===== src/rtl/sacl_pkg.sv =====
// ----------------------------------------------------------------------------
// sacl_pkg
// Shared types and constants of the set-associative LRU tag store.
// ----------------------------------------------------------------------------
package sacl_pkg;

  localparam int ADDR_W         = 64;
  localparam int WAY_OUT_W      = 3;
  localparam int DEF_WAYS       = 8;
  localparam int DEF_SETS       = 32;
  localparam int DEF_LINE_BYTES = 64;

  typedef enum logic [1:0] {
    ST_CLEAR,
    ST_IDLE,
    ST_MATCH,
    ST_UPDATE
  } sacl_state_t;

  // Commands from the controller to the datapath.
  typedef struct packed {
    logic clear_wr;
    logic accept;
    logic match_en;
    logic update_en;
  } sacl_cmd_t;

  // Status from the datapath to the controller.
  typedef struct packed {
    logic clr_last;
    logic out_blocked;
  } sacl_sts_t;

endpackage


===== src/rtl/sacl_ctrl.sv =====
// ----------------------------------------------------------------------------
// sacl_ctrl
// Sequencer of the tag store: clearing pass, accept, match and update steps.
// ----------------------------------------------------------------------------
module sacl_ctrl
  import sacl_pkg::*;
(
  input  logic      clk,
  input  logic      rst,
  input  logic      in_valid,
  output logic      in_stall,
  input  sacl_sts_t sts,
  output sacl_cmd_t cmd
);

  sacl_state_t state;
  sacl_state_t state_next;

  always_ff @(posedge clk) begin
    if (rst) begin
      state <= ST_CLEAR;
    end else begin
      state <= state_next;
    end
  end

  always_comb begin
    state_next = state;
    cmd        = '0;
    in_stall   = 1'b1;
    case (state)
      ST_CLEAR: begin
        cmd.clear_wr = 1'b1;
        if (sts.clr_last) begin
          state_next = ST_IDLE;
        end
      end
      ST_IDLE: begin
        in_stall = 1'b0;
        if (in_valid) begin
          cmd.accept = 1'b1;
          state_next = ST_MATCH;
        end
      end
      ST_MATCH: begin
        cmd.match_en = 1'b1;
        state_next   = ST_UPDATE;
      end
      ST_UPDATE: begin
        // The set is written back only once the result register can take it.
        if (!sts.out_blocked) begin
          cmd.update_en = 1'b1;
          state_next    = ST_IDLE;
        end
      end
      default: begin
        state_next = ST_CLEAR;
      end
    endcase
  end

endmodule


===== config.mk =====
export PLATFORM = sky130hd
export DESIGN_NAME = sacl_ctrl
export DESIGN_NICKNAME = d
export VERILOG_FILES = /design/src/rtl/sacl_pkg.sv /design/src/rtl/sacl_ctrl.sv
export SDC_FILE = /design/constraint.sdc
export NUM_CORES = 1
export LEC_CHECK = 0
export ABC_AREA = 1
export BUFFER_PORTS_ARGS = -buffer_cell sky130_fd_sc_hd__clkbuf_2
export CAP_MARGIN = 0
export CELL_PAD_IN_SITES_DETAIL_PLACEMENT = 0
export CELL_PAD_IN_SITES_GLOBAL_PLACEMENT = 1
export CORE_AREA = 2 2 39 41
export DETAILED_ROUTE_END_ITERATION = 7
export DIE_AREA = 0 0 41 43
export PLACE_DENSITY_LB_ADDON = 0.1
export RECOVER_POWER = 50
export SYNTH_ARGS = -nofsm -noshare
export SYNTH_HDL_FRONTEND = slang
export SYNTH_SLANG_ARGS = --single-unit

===== constraint.sdc =====
create_clock -name clk -period 1.3 [get_ports clk]
set_input_delay 0.065 -clock clk [delete_from_list [all_inputs] [get_ports clk]]
set_output_delay 0.065 -clock clk [all_outputs]
set_load 0.02 [all_outputs]

* Yosys cells after proc, flatten, opt, wreduce, memory -nomap -nowiden
Cells that the tools add are included.
Word-level totals: register bits after elaboration 2, input bits 5
Cells by class: equality and inequality tests 6, muxes and demuxes 11, reductions and logical operators 2
Operators with widths (number):
- $pmux W2 S4 | 1
- $mux W1 | 7
- $mux W2 | 3
- $ne A2 B2 Y1 const B | 3
- $eq A2 B2 Y1 const B | 2
- $reduce_and A3 Y1 | 1
- $eq A2 B1 Y1 const B | 1
- $logic_not A2 Y1 | 1

* Depth between registers and ports, before layout
depth in word-level cells 3, gate-level depth with buffers 7, depth with buffers taken out 7

* Least setup slack after synthesis
No wires, ideal clock.
path kind register to register, from register state[1], to register state[0], library setup time 0.110 ns, data arrival time 1.063 ns, required time 1.190 ns, setup slack 0.126 ns, stages on the path, launching flop included 7, buffers on the path 0, path through dfxtp_1 bufinv_8 ha_1 nand2_2 nand4_1 nand2_1 nor2_2
On the way: cells in the longest elaborated chain, start to end 3, elaborated cells between the ends (all ways) 9, classes of those cells 6 x eq/ne; 1 x mux; 2 x reduce/logical
Ends and longest elaborated chain:
- start, declared | line sacl_ctrl.sv:16 | sacl_state_t state;
- start signal, assigned | line sacl_ctrl.sv:23 | state <= state_next;
- $eq A2 B2 Y1 (tied with other cells) | line sacl_ctrl.sv:31 | case (state)
- $ne A2 B2 Y1 (no source line)
- $reduce_and A3 Y1 (no source line)
Parallel ways exist; a longest one is shown, timed or not. A chain may end at the register's enable or synchronous reset.

==> metrics.txt <==
CP startpoint kind=flop; Max H-tree Level=1; Yosys warning count=0; max FFs per register=2; initial antenna violation count=0; Initial DRT Pass Iterations=2; critical path's largest stage delay=0.32 ns; largest register by flop count=state; row cnt=14; Crit-path slowest cell=dfxtp_2; Final ANT Viol Nets=0; vias in the first global route=200; cell chain of the critical path=bufinv_8 > ha_2 > nand2_1 > inv_1 > buf_2; run status=finished, final reports clean; CTS tree=built; largest net degree at the start of global routing=5; all-layer global routing usage=6.71%; Worst-Skew Late Latency=0.23 ns; gpl congestion=0.639; Syn Area/Cell=7.06 sq um; DIE WIDTH=41 microns; largest registers=state x2; area grow syn2layout=40.6%; sequential area share after synthesis=18.3%; TritonCTS Buffers=3; worst min path class=in -> reg; clock-pin slew on the worst setup and hold paths=0.03 ns; P_leak=0.192 nW; Slew Viols, Final=0; Final Cycle Share=93.9%; fin crit period=1.22 ns; FF/Latch Area=41.3 sq um; Starting Density=15.8%; first-pass GRT wire length=724 microns; max cap viols=0; Cell variety after synth=10; final setup vio count=0; total power=0.590 mW; DRT Wirelength=465 microns; data required time of the critical path=1.24 ns; vias post-DR=204; input/output buffers=9; Post-Syn Nets=40; fmax=819 MHz; Core Area=0.00138 sq mm; Root Driver=clkbuf_4; CP Capture Type=primary output; DIE AREA=0.00176 sq mm; CTS max path bufs=2; layout cells sized above 1=41.9%; Mapped Cells=31; Via density=3.46; DR iter-0 viols=1; ANT cells=0; Fillers=168; arrival time worst endpoint=1.16 ns; area of the multi-input gates=126 sq um; Setup TNS=0 ns; global route overflow=0; # IOs=10; relative slew slack=83.3%; skew final=0.00356 ns; Die H=43 microns; worst-margin pin slew=0.251 ns; mapped cell area=219 sq um; DRC violations left=0; hpwl dp=384 microns; Peak VDD IR=0.575 mV; clock sink count=2; critical path type=reg -> out; pwr dens=1920 mW/mm^2; Final nets=54; flop and latch count out of synthesis=2; Hold Vio Cnt, Final=0; WL/cell=7.88 microns; RSZ-0062 raised after global routing=false; critical path fanouts, max=4
==> through the flow <==
stage / instance area (sq um) / worst slack [ns] / hold WS (ns) / util, % / cells
floorplan: 219 / 0.126 / 0.210 / - / 31
global placement: 284 / 0.116 / 0.329 / 20.5 / 56
detailed placement: 284 / 0.130 / 0.324 / 20.5 / 56
CTS: 309 / 0.0392 / 0.0789 / 22.3 / 59
global route: 308 / 0.00935 / 0.0853 / 22.2 / 59
finish: 308 / 0.0789 / 0.0782 / 22.2 / 59
==> report_power, final <==
part           switching, mW  internal, mW
Clock                 0.0370         0.102
Sequential            0.0183        0.0873
Combinational          0.197         0.148
==> routing by layer <==
metal | global-route usage (%) | routed length (microns) | vias up
li1 | - | - | 114
met1 | 7.03 | 204 | 84
met2 | 8.44 | 218 | 6
met3 | 4.71 | 42 | 0
met4 | 6.00 | 0 | 0
met5 | 0 | 0 | -
==> cell usage in the layout, fill, tap and decap left out <==
cell	n
ha_1	3
ha_2	1
dfxtp_2	1
nand2_2	3
buf_2	1
inv_1	10
dfxtp_1	1
bufinv_8	1
nand3_2	1
clkbuf_4	3
nand4_1	2
nand2_1	5
clkbuf_1	2
nor2_2	1
clkbuf_2	6
nor2_1	2
==> timing repair <==
| item | in CTS | in global routing |
|---|---|---|
| resized for setup | 1 | 2 |
| hold buffers | 0 | 0 |
| endpoints found under the setup margin | 1 | 1 |
| buffers inserted | 0 | 0 |
| endpoints found under the hold margin | 0 | 0 |
==> synthesized netlist by cell type <==
cell type  number  share of area, %
ha_1            4                23
inv_1          10                17
nand4_1         2               5.7
nand2_2         3               8.6
bufinv_8        1               8.0
nand2_1         5               8.6
nand3_2         1               4.6
dfxtp_1         2                18
nor2_1          2               3.4
nor2_2          1               2.9
==> logic make-up (layout without fill, tap and decap cells) <==
logic type                 Yosys count  after routing  share of synthesized area (%)
adders and majority gates            4              4                           22.9
buffers and inverters               11             23                           25.1
and+or+nand+nor                     14             14                           33.7
DFF                                  2              2                           18.3
==> final timing paths <==
kind | cells after the start | slack, ns | end | from
worst min-delay path | 4 | 0.08 | state[1] | rst
worst max-delay path | 5 | 0.08 | cmd[2] | state[1]
worst max register to register | 6 | 0.17 | state[1] | state[1]
worst min register to register | 4 | 0.62 | state[0] | state[0]
==> worst max-delay path, delay by kind of cell, from the launching register on <==
kind,cells,cell delay [ns]
buffers and inverters,3,0.37
adders and majority gates,1,0.19
and+or+nand+nor,1,0.06
DFF,1,0.32
==> cell type report <==
cell class              count  share of cell area (%)
inverters                  11                    17.9
well taps                  16                    6.50
clock buffers               3                    7.32
flip-flops and latches      2                    13.4
repair buffers              9                    13.8
multi-input cells          18                    41.1
No activity file was read; power rests on OpenSTA's default activity.
